File: src/rtl/brle_pkg.sv
// Shared types and codes for the bitmap RLE8 line decoder.
// Holds decoder phase codes and escape byte codes; no dependencies.
package brle_pkg;

    typedef logic [7:0] byte_t;
    typedef logic [2:0] phase_t;
    typedef logic [2:0] count_t;

    // Decoder phases: position in the compressed byte stream
    localparam phase_t PH_FIRST   = 3'd0;
    localparam phase_t PH_SECOND  = 3'd1;
    localparam phase_t PH_LITERAL = 3'd2;
    localparam phase_t PH_PAD     = 3'd3;
    localparam phase_t PH_DELTA_X = 3'd4;
    localparam phase_t PH_DELTA_Y = 3'd5;

    // Second byte of an escape pair
    localparam byte_t ESC_LINE_END  = 8'd0;
    localparam byte_t ESC_IMAGE_END = 8'd1;
    localparam byte_t ESC_DELTA     = 8'd2;

endpackage

File: src/rtl/bmp_rle8_line_decoder.sv
// Bitmap RLE8 decoder: one compressed byte per request in, pixel groups out.
// Depends on brle_pkg (phase codes, escape codes, types).
//
//  channel  | handshake                 | payload
//  ---------+---------------------------+---------------------------------------
//  data     | data_valid / data_stall   | data_byte
//  result   | result_valid/result_stall | pixel_a..d, pixel_count, line_end,
//           |                           | image_end, last
//
// An input byte is decoded in the cycle it is taken. Bytes that give no
// result do not hold the input off. A byte that gives results holds the
// input off while its n pixels are loaded, one output request per cycle
// by the shared run subtractor while the output register is free; a marker
// or literal pixel gives one request. Output stalls hold the input off longer.
// Reset clears the phase and run control; no clearing pass is needed.
module bmp_rle8_line_decoder #(
    parameter int PIXEL_LANES = 4
) (
    input  logic       clk,
    input  logic       rst_n,
    input  logic       data_valid,
    output logic       data_stall,
    input  logic [7:0] data_byte,
    output logic       result_valid,
    input  logic       result_stall,
    output logic [7:0] pixel_a,
    output logic [7:0] pixel_b,
    output logic [7:0] pixel_c,
    output logic [7:0] pixel_d,
    output logic [2:0] pixel_count,
    output logic       line_end,
    output logic       image_end,
    output logic       last
);

    // Lanes actually used, clamped to the four output bytes
    localparam int LANES_CLAMP = (PIXEL_LANES < 1) ? 1 :
                                 ((PIXEL_LANES > 4) ? 4 : PIXEL_LANES);
    localparam brle_pkg::count_t LANES = brle_pkg::count_t'(LANES_CLAMP);

    // Decoder state
    brle_pkg::phase_t phase_reg, phase_next;
    brle_pkg::byte_t  held_reg, held_next;
    brle_pkg::byte_t  lit_left_reg, lit_left_next;
    logic             pad_reg, pad_next;

    // Run engine
    logic             busy_reg, busy_next;
    brle_pkg::byte_t  left_reg, left_next;
    brle_pkg::byte_t  run_byte_reg, run_byte_next;
    logic             le_reg, le_next;
    logic             ie_reg, ie_next;

    // Output register
    logic             out_valid_reg, out_valid_next;
    brle_pkg::byte_t  out_pix_reg [4];
    brle_pkg::count_t out_cnt_reg;
    logic             out_le_reg, out_ie_reg, out_last_reg;

    logic             accept;
    logic             slot_free;
    logic             emit;
    logic             flag;
    brle_pkg::count_t emit_cnt;
    brle_pkg::byte_t  run_rem;
    logic             emit_last;

    assign data_stall = busy_reg;
    assign accept     = data_valid && !busy_reg;
    assign slot_free  = !out_valid_reg || !result_stall;
    assign emit       = busy_reg && slot_free;
    assign flag       = le_reg || ie_reg;

    // Shared run unit: take up to LANES pixels off the remaining count
    always_comb
    begin
        if (flag)
            emit_cnt = '0;
        else if (left_reg < {5'd0, LANES})
            emit_cnt = left_reg[2:0];
        else
            emit_cnt = LANES;
        run_rem   = left_reg - {5'd0, emit_cnt};
        emit_last = flag || (run_rem == '0);
    end

    // Byte decode and run sequencing
    always_comb
    begin
        phase_next    = phase_reg;
        held_next     = held_reg;
        lit_left_next = lit_left_reg;
        pad_next      = pad_reg;
        busy_next     = busy_reg;
        left_next     = left_reg;
        run_byte_next = run_byte_reg;
        le_next       = le_reg;
        ie_next       = ie_reg;

        if (emit)
        begin
            left_next = run_rem;
            le_next   = 1'b0;
            ie_next   = 1'b0;
            busy_next = !emit_last;
        end

        if (accept)
        begin
            case (phase_reg)
                brle_pkg::PH_SECOND:
                begin
                    phase_next = brle_pkg::PH_FIRST;
                    if (held_reg != '0)
                    begin
                        left_next     = held_reg;
                        run_byte_next = data_byte;
                        busy_next     = 1'b1;
                    end
                    else if (data_byte == brle_pkg::ESC_LINE_END)
                    begin
                        le_next   = 1'b1;
                        left_next = '0;
                        busy_next = 1'b1;
                    end
                    else if (data_byte == brle_pkg::ESC_IMAGE_END)
                    begin
                        ie_next   = 1'b1;
                        left_next = '0;
                        busy_next = 1'b1;
                    end
                    else if (data_byte == brle_pkg::ESC_DELTA)
                        phase_next = brle_pkg::PH_DELTA_X;
                    else
                    begin
                        lit_left_next = data_byte;
                        pad_next      = data_byte[0];
                        phase_next    = brle_pkg::PH_LITERAL;
                    end
                end
                brle_pkg::PH_LITERAL:
                begin
                    left_next     = 8'd1;
                    run_byte_next = data_byte;
                    busy_next     = 1'b1;
                    if (lit_left_reg != '0)
                        lit_left_next = lit_left_reg - 8'd1;
                    if (lit_left_reg <= 8'd1)
                    begin
                        phase_next = pad_reg ? brle_pkg::PH_PAD : brle_pkg::PH_FIRST;
                        pad_next   = 1'b0;
                    end
                end
                brle_pkg::PH_PAD:     phase_next = brle_pkg::PH_FIRST;
                brle_pkg::PH_DELTA_X: phase_next = brle_pkg::PH_DELTA_Y;
                brle_pkg::PH_DELTA_Y: phase_next = brle_pkg::PH_FIRST;
                default:
                begin
                    held_next  = data_byte;
                    phase_next = brle_pkg::PH_SECOND;
                end
            endcase
        end

        if (emit)
            out_valid_next = 1'b1;
        else if (slot_free)
            out_valid_next = 1'b0;
        else
            out_valid_next = out_valid_reg;
    end

    // Control registers
    always_ff @(posedge clk or negedge rst_n)
    begin
        if (!rst_n)
        begin
            phase_reg     <= brle_pkg::PH_FIRST;
            held_reg      <= '0;
            lit_left_reg  <= '0;
            pad_reg       <= 1'b0;
            busy_reg      <= 1'b0;
            left_reg      <= '0;
            le_reg        <= 1'b0;
            ie_reg        <= 1'b0;
            out_valid_reg <= 1'b0;
        end
        else
        begin
            phase_reg     <= phase_next;
            held_reg      <= held_next;
            lit_left_reg  <= lit_left_next;
            pad_reg       <= pad_next;
            busy_reg      <= busy_next;
            left_reg      <= left_next;
            le_reg        <= le_next;
            ie_reg        <= ie_next;
            out_valid_reg <= out_valid_next;
        end
    end

    // Payload registers; unused lanes carry zero
    always_ff @(posedge clk)
    begin
        run_byte_reg <= run_byte_next;
        if (emit)
        begin
            for (int j = 0; j < 4; j++)
                out_pix_reg[j] <= (3'(j) < emit_cnt) ? run_byte_reg : '0;
            out_cnt_reg  <= emit_cnt;
            out_le_reg   <= le_reg;
            out_ie_reg   <= ie_reg;
            out_last_reg <= emit_last;
        end
    end

    assign result_valid = out_valid_reg;
    assign pixel_a      = out_pix_reg[0];
    assign pixel_b      = out_pix_reg[1];
    assign pixel_c      = out_pix_reg[2];
    assign pixel_d      = out_pix_reg[3];
    assign pixel_count  = out_cnt_reg;
    assign line_end     = out_le_reg;
    assign image_end    = out_ie_reg;
    assign last         = out_last_reg;

    // A group never carries more pixels than the lane count
    a_lane_limit: assert property (@(posedge clk) disable iff (!rst_n)
        result_valid |-> (pixel_count <= LANES))
        else $error("pixel group wider than lane count");

    // Markers are empty and close their request
    a_marker_form: assert property (@(posedge clk) disable iff (!rst_n)
        (result_valid && (line_end || image_end)) |-> (pixel_count == '0 && last))
        else $error("malformed end marker");

    // An idle run engine holds no pending pixels or markers
    a_idle_clean: assert property (@(posedge clk) disable iff (!rst_n)
        !busy_reg |-> (left_reg == '0 && !le_reg && !ie_reg))
        else $error("run engine idle with work pending");

    // The first byte of a pair gives no result
    a_first_quiet: assert property (@(posedge clk) disable iff (!rst_n)
        (accept && phase_reg == brle_pkg::PH_FIRST) |=> !busy_reg)
        else $error("first byte of pair started a run");

endmodule

File: config.mk
export PLATFORM = sky130hd
export DESIGN_NAME = bmp_rle8_line_decoder
export DESIGN_NICKNAME = d
export VERILOG_FILES = /design/src/rtl/brle_pkg.sv /design/src/rtl/bmp_rle8_line_decoder.sv
export SDC_FILE = /design/constraint.sdc
export NUM_CORES = 1
export LEC_CHECK = 0
export ABC_AREA = 1
export BUFFER_PORTS_ARGS = -buffer_cell sky130_fd_sc_hd__buf_4
export CORE_MARGIN = 5
export CORE_UTILIZATION = 54
export CTS_BUF_LIST = sky130_fd_sc_hd__clkbuf_8
export CTS_CLUSTER_DIAMETER = 80
export DETAILED_ROUTE_END_ITERATION = 10
export PLACE_DENSITY = 0.79
export SETUP_SLACK_MARGIN = 0.1
export SYNTH_ARGS = -nofsm -noshare
export SYNTH_HDL_FRONTEND = slang
export SYNTH_SLANG_ARGS = --single-unit
File: constraint.sdc
create_clock -name clk -period 2.2 [get_ports clk]
set_input_delay 0.44 -clock clk [delete_from_list [all_inputs] [get_ports clk]]
set_output_delay 0.44 -clock clk [all_outputs]
set_load 0.01 [all_outputs]
Word level (Yosys, flattened, before mapping)
Memories as Yosys holds them, arrays and structs flattened.
Index checks and enable logic that the tools add are counted.
{ "totals": {"regBits": 46, "ramBits": 32, "in_bits": 12, "wordCells": 114, "memories": 1} }
{ "classes": {"addsub": 2, "n_lt_le_gt_ge": 6, "eq_ne": 14, "muxes": 54, "n_bitwise": 1, "n_reduce_logical": 22} }
{ "mem_list": {"columns": ["name", "words", "width", "read_ports", "rd_clocked_by_memory_dff", "wr", "line_no", "text"], "rows": [
  ["out_pix_reg", 4, 8, 4, 0, 4, "bmp_rle8_line_decoder.sv:56", "brle_pkg::byte_t out_pix_reg [4];"]
]} }
{ "op_table": {"columns": ["op", "n"], "rows": [
  ["$mux W8", 15],
  ["$pmux W8 S2", 3],
  ["$mux W1", 25],
  ["$mux W3", 7],
  ["$logic_not A8 Y1", 2],
  ["$reduce_bool A8 Y1", 2],
  ["$ne A2 B2 Y1 const B", 7],
  ["$reduce_and A7 Y1", 2],
  ["$pmux W3 S4", 1],
  ["$eq A8 B1 Y1 const B", 1],
  ["$eq A8 B2 Y1 const B", 1],
  ["$le A8 B1 Y1 const B", 1],
  ["$lt A8 B3 Y1 const B", 1],
  ["$sub A8 B1 Y8 const B", 1],
  ["$sub A8 B3 Y8", 1],
  ["$eq A3 B2 Y1 const B", 2],
  ["$eq A3 B3 Y1 const B", 2],
  ["$lt A1 B3 Y1 const A", 2],
  ["$lt A2 B3 Y1 const A", 2],
  ["$reduce_or A5 Y1", 1],
  ["$logic_not A1 Y1", 4],
  ["$pmux W1 S2", 2],
  ["$reduce_and A2 Y1", 2],
  ["$reduce_bool A2 Y1", 2],
  ["7 further kinds", 10]
]} }

Depth between registers and ports, before layout
Gate-level depths: netlist (run 1).
{ "depth": {"ltp_word": 13, "depth_mapped": 18} }

Worst setup path after synthesis (run 1)
OpenSTA, ideal clock, no wires.
{ "synth_path": {"path_kind": "flip-flop to flip-flop", "startpoint": "register left_reg[5]", "endpoint": "register busy_reg, in the netlist data_stall", "t_arrival_ps": 2297, "required_time_ps": 2073, "slack_ps": -225, "path_stages_with_launch": 19, "n_path_buf": 0, "period_less_slack_ps": 2425, "cell_sequence": "dfrtp_1 > nor2_2 > nand2_1 > nor3_2 > inv_2 > nor3_1 > ha_1 > inv_1 > fa_1 > nand2_1 > nand2_1 > inv_1 > nand2_1 > nand2_1 > nand2_1 > nor2_1 > nand3_1 > nand3_1 > nand3_1"} }
{ "synth_via": {"elab_chain_len": 13} }
{ "synth_rtl": {"columns": ["item", "line_no", "text"], "rows": [
  ["from (decl)", "bmp_rle8_line_decoder.sv:49", "brle_pkg::byte_t left_reg, left_next;"],
  ["from (signal assigned)", "bmp_rle8_line_decoder.sv:195", "left_reg <= left_next;"],
  ["$lt A8 B3 Y1 (*)", "bmp_rle8_line_decoder.sv:79", "else if (left_reg < {5'd0, LANES})"],
  ["$mux W3 (*)", "bmp_rle8_line_decoder.sv:79", null],
  ["$mux W3 (*)", "bmp_rle8_line_decoder.sv:77", "if (flag)"],
  ["via emit_cnt[0]", "bmp_rle8_line_decoder.sv:64", "brle_pkg::count_t emit_cnt;"],
  ["$sub A8 B3 Y8 (*)", "bmp_rle8_line_decoder.sv:83", "run_rem = left_reg - {5'd0, emit_cnt};"],
  ["$logic_not A8 Y1 (*)", "bmp_rle8_line_decoder.sv:84", "emit_last = flag || (run_rem == '0);"],
  ["$logic_or A1 B1 Y1 (*)", "bmp_rle8_line_decoder.sv:84", null],
  ["$logic_not A1 Y1 (*)", "bmp_rle8_line_decoder.sv:105", "busy_next = !emit_last;"],
  ["$mux W1 (*)", "bmp_rle8_line_decoder.sv:100", "if (emit)"],
  ["$mux W1", "bmp_rle8_line_decoder.sv:126", "else if (data_byte == brle_pkg::ESC_IMAGE_END)"],
  ["$mux W1", "bmp_rle8_line_decoder.sv:120", "else if (data_byte == brle_pkg::ESC_LINE_END)"],
  ["$mux W1", "bmp_rle8_line_decoder.sv:114", "if (held_reg != '0)"],
  ["$pmux W1 S2", "bmp_rle8_line_decoder.sv:110", "case (phase_reg)"],
  ["$mux W1 (*)", "bmp_rle8_line_decoder.sv:108", "if (accept)"],
  ["via busy_next", "bmp_rle8_line_decoder.sv:48", "logic busy_reg, busy_next;"],
  ["to (signal assigned)", "bmp_rle8_line_decoder.sv:194", "busy_reg <= busy_next;"],
  ["to (decl)", "bmp_rle8_line_decoder.sv:48", null]
]} }
The timed path passes the listed nets; every way through them passes the cells marked *.
A chain may end at the register's enable or synchronous reset.

Final worst setup path (run 1)
{ "layout_path": {"startpoint": "register left_reg[4]", "endpoint": "register busy_reg, in the netlist data_stall"} }
Same word-level chain as after synthesis.

==> flow_summary_export.csv, run 1 <==
group,metric,value,unit
yosys,synth_xor_xnor_area_share,1.16,%
die,core_area,6790,um2
clock_network,tritoncts,"built",
clock_network,path_clk_slew,0.09,ns
pwr,p_comb_share,41.9,%
yosys,synth_top_family_by_area,"simple AND/OR/NAND/NOR gates",
routing,drtIter0Drc,234,
timing,fin_ws,-0.243,ns
die,fp-row-count,30,
pwr,power_leakage,2.16,nW
routing,drc,0,
yosys,ys_ff_latch,78,
yosys,synth_simple_gate_area_share,26.2,%
place,dp_hpwl,5.85,mm
critical_path,rrSetupSlack,-0.24,ns
yosys,synth_cells,404,
grt,grt_pass1_wl,13.0,mm
timing,worst_pin_slew,0.415,ns
yosys,syn_area,3780,um2
critical_path,startpoint_type,"flip-flop",
critical_path,critPathKind,"reg -> reg",
clock_network,numClockSinks,78,
critical_path,r2r_end,"data_stall$_DFF_PN0_",
routing,vias,2983,
yosys,synth-edff-count,46,
timing,period_needed,2.44,ns
clock_network,cts_max_level,3,
clock_network,numCtsBuffers,9,
yosys,syn-num-nets,423,
clock_network,cts_buffer_depth,2,
clock_network,ctsRootBufferMaster,"clkbuf_8",
clock_network,cts_hold_buf,0,
routing,wire_per_inst,13.6,um
critical_path,path_max_fanout,4,
routing,vias_per_cell,5.06,
critical_path,worstPathArrival,2.68,ns
critical_path,reg2reg_from,"left_reg[4]$_DFF_PN0_",
grt,grt_pass1_vias,2842,
job,cap_viol_max_count,0,
die,pin_count,52,
die,die_w,93.7,um
routing,drt-total-wl,8.04,mm
finish,final_cell_mix,"nand2_1 (87), buf_4 (75), nor2_1 (58)",
timing,maxSlewHeadroom,72.3,%
yosys,async_reset_ff_share,41.0,%
critical_path,cp.required,2.44,ns
clock_network,clock_latency,0.35,ns
timing,finalCritPeriodShare,111,%
timing,fin_hold_ws,0.0105,ns
worst_hold_path,hold_path_class,"in -> async",
pwr,swShare,39.2,%
place,numPortBuffers,51,
place,routabilityCongestion,0.837,
pwr,max-vdd-ir-drop,690,uV
die,dieArea,8770,um2
timing,fmax,0.409,GHz
routing,ant_nets,0,
run_status,status,"finished with violations",
critical_path,end_kind,"flip-flop",
yosys,synthMuxAreaShare,0.298,%
finish,nFillCells,511,
grt,antenna_found_initial,0,
finish,fin_nets,507,
routing,drtPass1Iterations,5,
timing,skew,0.00893,ns
finish,final_common_cell,"nand2_1",
pwr,powerDensity,1230,nW/um2
die,start_util,55.6,%
run_status,violations,"setup timing",
timing,drv_slew,0,
grt,grt_overflow,0,
yosys,synth.distinct_cells,35,
yosys,synth-adder-area-share,2.52,%
pwr,p_seq_share,41.0,%
yosys,seq_area_frac_synth,57.7,%
pwr,clock_power_share,17.1,%
critical_path,reg2reg_depth,18,
grt,grt_max_degree,48,
yosys,synthFlopType,"edfxtp_1",
place,dpl_worst_slack,-0.248,ns
yosys,synth_warnings,0,
die,fp.dieH,93.7,um
yosys,synth-compound-area-share,6.85,%
finish,n_antenna_cell,0,
finish,largest_reg_flops,32,
timing,rsz0062_at_grt,"true",
grt,grt_usage,19.2,%
finish,drive_gt1_share,30.8,%
timing,setup_violations,4,
timing,final_hold_viol_count,0,
finish,areaGrowthSynthToFinish,26.2,%
pwr,power.total,5.85,mW
yosys,syn_avg_cell_area,9.36,um2
pwr,switching_power,2.30,mW
pwr,intPower,3.55,mW
layout make-up:
type	count	area [um2]	area share (%)
inverters	46	175	3.67
well taps	96	120	2.52
repair buffers	77	594	12.5
flip-flops and latches	78	2180	45.8
clock buffers	9	124	2.60
clock inverters	7	58.8	1.23
multi-input cells	276	1510	31.8
synth_stat cells (4+ instances only):
cell type,count,area share (%)
nor2_1,61,6.1
nand2_1,98,9.7
ha_1,6,2.0
o21ai_0,31,4.1
inv_1,40,4.0
nor2_2,6,0.99
inv_2,5,0.50
dfrtp_1,32,21
nand3_1,30,4.0
nand4_1,4,0.66
nand2_2,4,0.66
xnor2_1,4,0.93
edfxtp_1,46,37
worst max-delay path: stages, from the launching register on:
cell and delay, ns:
dfrtp_1 0.40, nor2_2 0.12, nand2_1 0.07, nor3_2 0.18, inv_2 0.10, nor3_4 0.13, ha_2 0.19, inv_2 0.04
fa_2 0.37, nand2_2 0.09, nand2_2 0.06, inv_2 0.06, nand2_2 0.04, nand2_2 0.06, nand2_2 0.05, nor2_1 0.09
nand3_1 0.09, nand3_1 0.09, nand3_1 0.07
logic make-up after synthesis:
logic type               count (synthesis)
XOR/XNOR                                 5
flip-flops                              78
multiplexers                             1
AND/OR/NAND/NOR                        219
AO/OA/AOI/OAI                           44
adder cells (fa/ha/maj)                  7
buffers and inverters                   50
power by group through the flow:
stage	Sequential [mW]	Combinational (mW)	Clock, mW
global placement	2.40	2.18	0
detailed placement	2.42	2.24	0
CTS	2.39	2.27	1.02
floorplan	2.48	1.34	0
finish	2.40	2.45	1.00
global route	2.45	2.73	1.09
timing repair:
action / 4_1_cts / 5_1_grt
gates resized for setup: 2 / 35
pin swaps: 1 / 12
cloned: 0 / 0
setup endpoints to repair: 9 / 13
buffers inserted: 0 / 7
per-layer routing:
metal	global-route usage, %	wire length [um]
met1	23.7	3400
met2	32.5	4080
met3	5.37	438
met4	6.26	112
met5	0	0
metrics by stage:
step	instances	area, um2	utilization (%)	setup TNS (ns)
2_1_floorplan	404	3810	-	-0.180
3_3_place_gp	566	4440	65.4	-0.284
3_5_place_dp	566	4440	65.4	-0.765
4_1_cts	582	4630	68.1	-0.514
5_1_grt	589	4770	70.2	-1.65
6_report	589	4770	70.2	-0.795
how the worst max path moves through the flow:
| stage | startpoint | to | slack (ns) |
|---|---|---|---|
| finish | left_reg[4]$_DFF_PN0_ | data_stall$_DFF_PN0_ | -0.24 |
| global route | left_reg[4]$_DFF_PN0_ | data_stall$_DFF_PN0_ | -0.41 |
| CTS | left_reg[4]$_DFF_PN0_ | data_stall$_DFF_PN0_ | -0.20 |
| detailed placement | left_reg[4]$_DFF_PN0_ | data_stall$_DFF_PN0_ | -0.25 |
| global placement | left_reg[4]$_DFF_PN0_ | data_stall$_DFF_PN0_ | -0.12 |
| floorplan | left_reg[4]$_DFF_PN0_ | data_stall$_DFF_PN0_ | -0.10 |
Note: power is estimated with default switching activity, not from simulation.
==> run 2, diff against run 1 <==
ABC_AREA = not set   (was 1)
CORE_ASPECT_RATIO = 0.6   (was not set)
CORE_UTILIZATION = 53   (was 54)
PLACE_DENSITY = 0.78   (was 0.79)
==> run 2 against run 1 <==
Compared with the run above:
- the run still ends with setup timing left
- clock power is 22% higher
- fmax is 11% lower
- non-clock buffer count is 26 higher
- sequential power is 7% lower
- global-route usage is 2.7 points higher
- sequential share of layout area is 1.1 points lower
==> flow_summary_export.csv, run 2 <==
group,metric,value,unit
timing,tns,-3.63,ns
critical_path,path_buf_inv,1,
pwr,max-vdd-ir-drop,584,uV
finish,final_cell_mix,"buf_4 (100), edfxtp_1 (46), dfrtp_1 (30)",
timing,fmax,0.364,GHz
critical_path,slowest_delay,0.41,ns
critical_path,end_kind,"flip-flop",
finish,nFillCells,444,
routing,drt-total-wl,9.28,mm
finish,regArea,2180,um2
yosys,synth_top_area_cell,"edfxtp_1",
place,place_inst,469,
yosys,synth-edff-count,46,
yosys,ys_top_cells_by_area,"edfxtp_1 (38%), dfrtp_1 (22%), and2_1 (4.2%)",
pwr,power_leakage,2.05,nW
yosys,synthFlopType,"edfxtp_1",
routing,wl_met1,3.96,mm
die,start_util,54.4,%
die,fp-row-count,23,
timing,setup_violations,9,
finish,stdcell_count,495,
yosys,yosys-top-cells-count,"edfxtp_1 (46), dfrtp_1 (32), and2_1 (24)",
yosys,syn_avg_cell_area,12.1,um2
die,fp.dieH,74.0,um
clock_network,path_clk_slew,0.09,ns
finish,n_antenna_cell,0,
place,dp_hpwl,6.43,mm
yosys,syn-num-nets,317,
yosys,async_reset_ff_share,41.0,%
yosys,synth_cells,298,
routing,vias_per_cell,5.80,
finish,fin_nets,422,
critical_path,startpoint_type,"flip-flop",
yosys,yosysMostFrequentCell,"edfxtp_1",
yosys,synth_top_area_share,38.2,%
die,die_w,117,um
routing,met2_length,4.37,mm
clock_network,tritoncts,"built",
die,core_area,6650,um2
run_status,status,"finished with violations",
worst_hold_path,hold_path_class,"in -> async",
routing,ant_nets,0,
yosys,synth.distinct_cells,48,
timing,maxSlewHeadroom,41.1,%
finish,drive_gt1_share,40.9,%
clock_network,clock_latency,0.35,ns
routing,drc,0,
yosys,ys_ff_latch,78,
timing,rsz0062_at_grt,"true",
timing,drv_slew,0,
clock_network,ctsRootBufferMaster,"clkbuf_8",
timing,finalCritPeriodShare,125,%
critical_path,path_cells,"nor3_4 > nand2b_1 > nor3_2 > and3_4 > ha_4 > inv_2 > fa_2 > a21oi_2 > nor2b_2 > xnor2_1 > nand4_1 > a31o_2",
pwr,powerDensity,1140,nW/um2
critical_path,worstPathArrival,2.99,ns
routing,drtIter0Drc,291,
timing,period_needed,2.75,ns
job,cap_viol_max_count,0,
grt,grt_max_degree,39,
run_status,violations,"setup timing",
timing,fin_ws,-0.546,ns
grt,grt_pass1_vias,2737,
critical_path,cp.required,2.45,ns
die,dieArea,8630,um2
timing,worst_pin_slew,0.876,ns
critical_path,critPathSlowestCell,"dfrtp_1",
grt,grt_usage,21.9,%
grt,antenna_found_initial,0,
critical_path,crit_cells,12,
grt,grt_overflow,0,
critical_path,rrSetupSlack,-0.55,ns
critical_path,path_max_fanout,3,
yosys,seq_area_frac_synth,60.4,%
routing,wire_per_inst,18.7,um
critical_path,reg2reg_from,"left_reg[3]$_DFF_PN0_",
finish,largest_reg_flops,32,
critical_path,reg2reg_depth,12,
clock_network,numClockSinks,78,
place,dpl_worst_slack,-0.526,ns
die,pin_count,52,
routing,routed.top_layer,"met4",
critical_path,critPathKind,"reg -> reg",
timing,final_hold_viol_count,0,
finish,utilization,73.6,%
clock_network,numCtsBuffers,9,
finish,multiInputGateArea,1540,um2
routing,vias,2870,
routing,drtPass1Iterations,5,
yosys,synth_warnings,0,
routing,wl_met3,858,um
clock_network,cts_max_level,3,
yosys,syn_area,3610,um2
critical_path,r2r_end,"data_stall$_DFF_PN0_",
finish,final_common_cell,"buf_4",
critical_path,cp_top_family,"simple AND/OR/NAND/NOR gates",
place,routabilityCongestion,0.925,
place,numPortBuffers,51,
clock_network,cts_buffer_depth,2,
clock_network,cts_hold_buf,0,
finish,areaGrowthSynthToFinish,35.4,%
grt,grt_pass1_wl,14.2,mm
timing,skew,0.00732,ns
## run 2: cell types whose count changed after synthesis, sizes merged, moves of 5 or more
cell / change
clkbuf: +7
o21ai: -19
mux2: +7
nand3: -27
inv: -38
a21oi: +7
or4: +5
nor2: -52
o21a: +5
nand2: -86
a22o: +8
nor4: +5
and3: +8
and2: +24
## run 2: final cells by class
cell class	instances	share of cell area, %
Timing Repair Buffer	103	16.4
Tap cell	87	2.22
Clock buffer	9	2.53
Clock inverter	7	2.10
Inverter	8	0.613
Sequential cell	78	44.6
Multi-Input combinational cell	203	31.5
## run 2: worst max path at each step
stage	from	endpoint	slack [ns]
after CTS	left_reg[3]$_DFF_PN0_	data_stall$_DFF_PN0_	-0.46
after global routing	left_reg[3]$_DFF_PN0_	data_stall$_DFF_PN0_	-0.71
after detailed placement	left_reg[3]$_DFF_PN0_	data_stall$_DFF_PN0_	-0.53
final	left_reg[3]$_DFF_PN0_	data_stall$_DFF_PN0_	-0.55
after floorplan	left_reg[3]$_DFF_PN0_	data_stall$_DFF_PN0_	-0.50
after global placement	left_reg[3]$_DFF_PN0_	data_stall$_DFF_PN0_	-0.39
## run 2: per-layer routing
layer / GRT usage (%) / vias up
li1: - / 1312
met1: 29.9 / 1388
met2: 34.7 / 158
met3: 6.75 / 12
met4: 5.73 / 0
met5: 0 / -
## run 2: repair_timing
| action | in CTS | in global routing |
|---|---|---|
| resized for setup | 10 | 23 |
| buffers inserted | 6 | 5 |
| pin swaps | 6 | 26 |
| setup endpoints to repair | 10 | 30 |
## run 2: power by group
group	internal, mW	switching (mW)
combinational	1.07	1.07
clock	0.657	0.560
sequential	1.94	0.282
## run 2: cells by family after synthesis
family | share of synthesized area (%)
buffers and inverters | 2.01
DFF | 60.4
adders and majority gates | 2.63
xor gates and xnor gates | 2.18
muxes | 3.05
and+or+nand+nor | 17.8
AOI/OAI and AO/OA | 12.0
## run 2: stage by stage
stage               total power [mW]  instance area [um2]  hold slack, ns
floorplan                       3.27                 3660           0.144
CTS                             5.36                 4760          0.0178
detailed placement              4.05                 4440           0.401
finish                          5.57                 4890          0.0168
global placement                3.97                 4440           0.403
global route                    5.85                 4890          0.0347
==> run 3, diff against run 2 <==
BUFFER_PORTS_ARGS = -buffer_cell sky130_fd_sc_hd__buf_2   (was -buffer_cell sky130_fd_sc_hd__buf_4)
==> run 3 against run 2 <==
Compared with the run above:
- the run still ends with setup timing left
- first-iteration DRC count up 26%
- worst setup slack lost 0.0054 ns
- fmax shrank 0.20%
- sequential cell count is the same
- via count is 1.6% lower
- largest power group unchanged
==> flow_summary_export.csv, run 3 (synthesized netlist as in run 2, its figures left out) <==
group,metric,value,unit
run_status,status,"finished with violations",
run_status,violations,"setup timing",
pwr,power_leakage,1.96,nW
timing,worst_pin_slew,0.881,ns
grt,grt_overflow,0,
timing,final_hold_viol_count,0,
place,routabilityCongestion,0.929,
grt,grt_pass1_vias,2716,
finish,final_cell_mix,"buf_2 (51), edfxtp_1 (46), buf_4 (45)",
timing,skew,0.00589,ns
pwr,p_seq_share,42.9,%
timing,finalCritPeriodShare,125,%
pwr,max-vdd-ir-drop,608,uV
routing,wire_per_inst,18.0,um
routing,drc,0,
die,fp.dieH,74.0,um
die,core_area,6650,um2
critical_path,path_max_fanout,2,
pwr,switching_power,1.81,mW
routing,drtPass1Iterations,5,
routing,met2_length,3.77,mm
pwr,powerDensity,1100,nW/um2
routing,wl_met3,937,um
pwr,intPower,3.33,mW
pwr,p_comb_share,38.9,%
timing,setup_violations,8,
clock_network,numCtsBuffers,9,
routing,drtIter0Drc,367,
clock_network,tritoncts,"built",
finish,largest_reg_flops,32,
grt,antenna_found_initial,0,
timing,fin_ws,-0.551,ns
critical_path,cp.required,2.45,ns
routing,routed.top_layer,"met4",
finish,final_common_cell,"buf_2",
timing,fmax,0.363,GHz
clock_network,ctsRootBufferMaster,"clkbuf_8",
job,cap_viol_max_count,0,
finish,multiInputGateArea,1500,um2
pwr,clock_power_share,18.2,%
routing,vias,2825,
critical_path,worstPathArrival,3.00,ns
routing,vias_per_cell,5.74,
critical_path,reg2reg_depth,12,
die,die_w,117,um
critical_path,end_kind,"flip-flop",
finish,nFillCells,464,
place,dp_hpwl,6.31,mm
timing,rsz0062_at_grt,"true",
finish,drive_gt1_share,38.5,%
worst_hold_path,hold_path_class,"in -> async",
finish,utilization,70.1,%
clock_network,cts_buffer_depth,2,
finish,fin_nets,420,
finish,n_antenna_cell,0,
die,pin_count,52,
timing,tns,-2.41,ns
clock_network,numClockSinks,78,
clock_network,clock_latency,0.36,ns
finish,areaGrowthSynthToFinish,28.9,%
die,dieArea,8630,um2
clock_network,path_clk_slew,0.08,ns
routing,ant_nets,0,
finish,regArea,2180,um2
place,numPortBuffers,51,
pwr,swShare,35.2,%
die,fp-row-count,23,
critical_path,startpoint_type,"flip-flop",
grt,grt_usage,21.6,%
grt,grt_max_degree,39,
routing,wl_met1,3.96,mm
clock_network,cts_max_level,3,
timing,drv_slew,0,
routing,drt-total-wl,8.85,mm
timing,maxSlewHeadroom,40.8,%
timing,period_needed,2.75,ns
critical_path,critPathKind,"reg -> reg",
grt,grt_pass1_wl,14.0,mm
die,start_util,54.4,%
-- run 3: critical path, cell delays in order, from the launching register on --
cell and delay (ns):
dfrtp_1 0.41, nor3_4 0.19, nand2b_1 0.13, nor3_2 0.17, and3_1 0.21, ha_1 0.14
inv_1 0.05, fa_2 0.44, nor4b_2 0.26, nand2_1 0.10, a21oi_1 0.13, nand4_1 0.15
a31o_2 0.28
-- run 3: power by group through the flow --
stage | Sequential (mW) | Clock (mW) | Combinational, mW
2_1_floorplan | 2.25 | 0 | 1.02
3_3_place_gp | 2.21 | 0 | 1.69
3_5_place_dp | 2.23 | 0 | 1.74
4_1_cts | 2.20 | 0.952 | 1.84
5_1_grt | 2.25 | 1.02 | 2.16
6_report | 2.21 | 0.938 | 2.00
-- run 3: what timing repair did --
action | CTS | global route
setup buffers | 3 | 3
setup endpoints to repair | 10 | 33
resized for setup | 12 | 16
pin swaps | 8 | 15
hold buffers | 0 | 0
-- run 3: per-stage QoR --
| stage | hold slack [ns] | setup slack (ns) | power (mW) | std cells | area (um2) |
|---|---|---|---|---|---|
| floorplan | 0.144 | -0.496 | 3.27 | 298 | 3660 |
| global placement | 0.498 | -0.397 | 3.91 | 471 | 4320 |
| detailed placement | 0.506 | -0.490 | 3.97 | 471 | 4320 |
| CTS | 0.140 | -0.417 | 4.99 | 489 | 4570 |
| global route | 0.184 | -0.811 | 5.44 | 492 | 4660 |
| finish | 0.132 | -0.551 | 5.15 | 492 | 4660 |
-- run 3: final timing paths --
check                                             from                          end  slack [ns]
setup reg to reg                 left_reg[3]$_DFF_PN0_         data_stall$_DFF_PN0_       -0.55
hold / removal                                   rst_n  lit_left_reg[0]$_DFFE_PN0P_        0.13
setup / recovery                 left_reg[3]$_DFF_PN0_         data_stall$_DFF_PN0_       -0.55
max in group asynchronous                        rst_n     phase_reg[0]$_DFFE_PN0P_        1.57
min in group clk                          data_byte[0]    run_byte_reg[0]$_DFFE_PP_        0.33
hold reg to reg            lit_left_reg[7]$_DFFE_PN0P_  lit_left_reg[7]$_DFFE_PN0P_        0.52
-- run 3: per-layer routing --
metal	vias up	GRT usage, %
met5	-	0
met1	1343	30.8
met3	30	7.07
li1	1313	-
met4	0	5.60
met2	139	32.6
-- run 3: layout make-up --
type	count	area share (%)
multi-input cells	203	32.3
repair buffers	101	14.3
flip-flops and latches	78	46.9
inverters	8	0.645
clock inverters	6	0.860
clock buffers	9	2.66
well taps	87	2.34
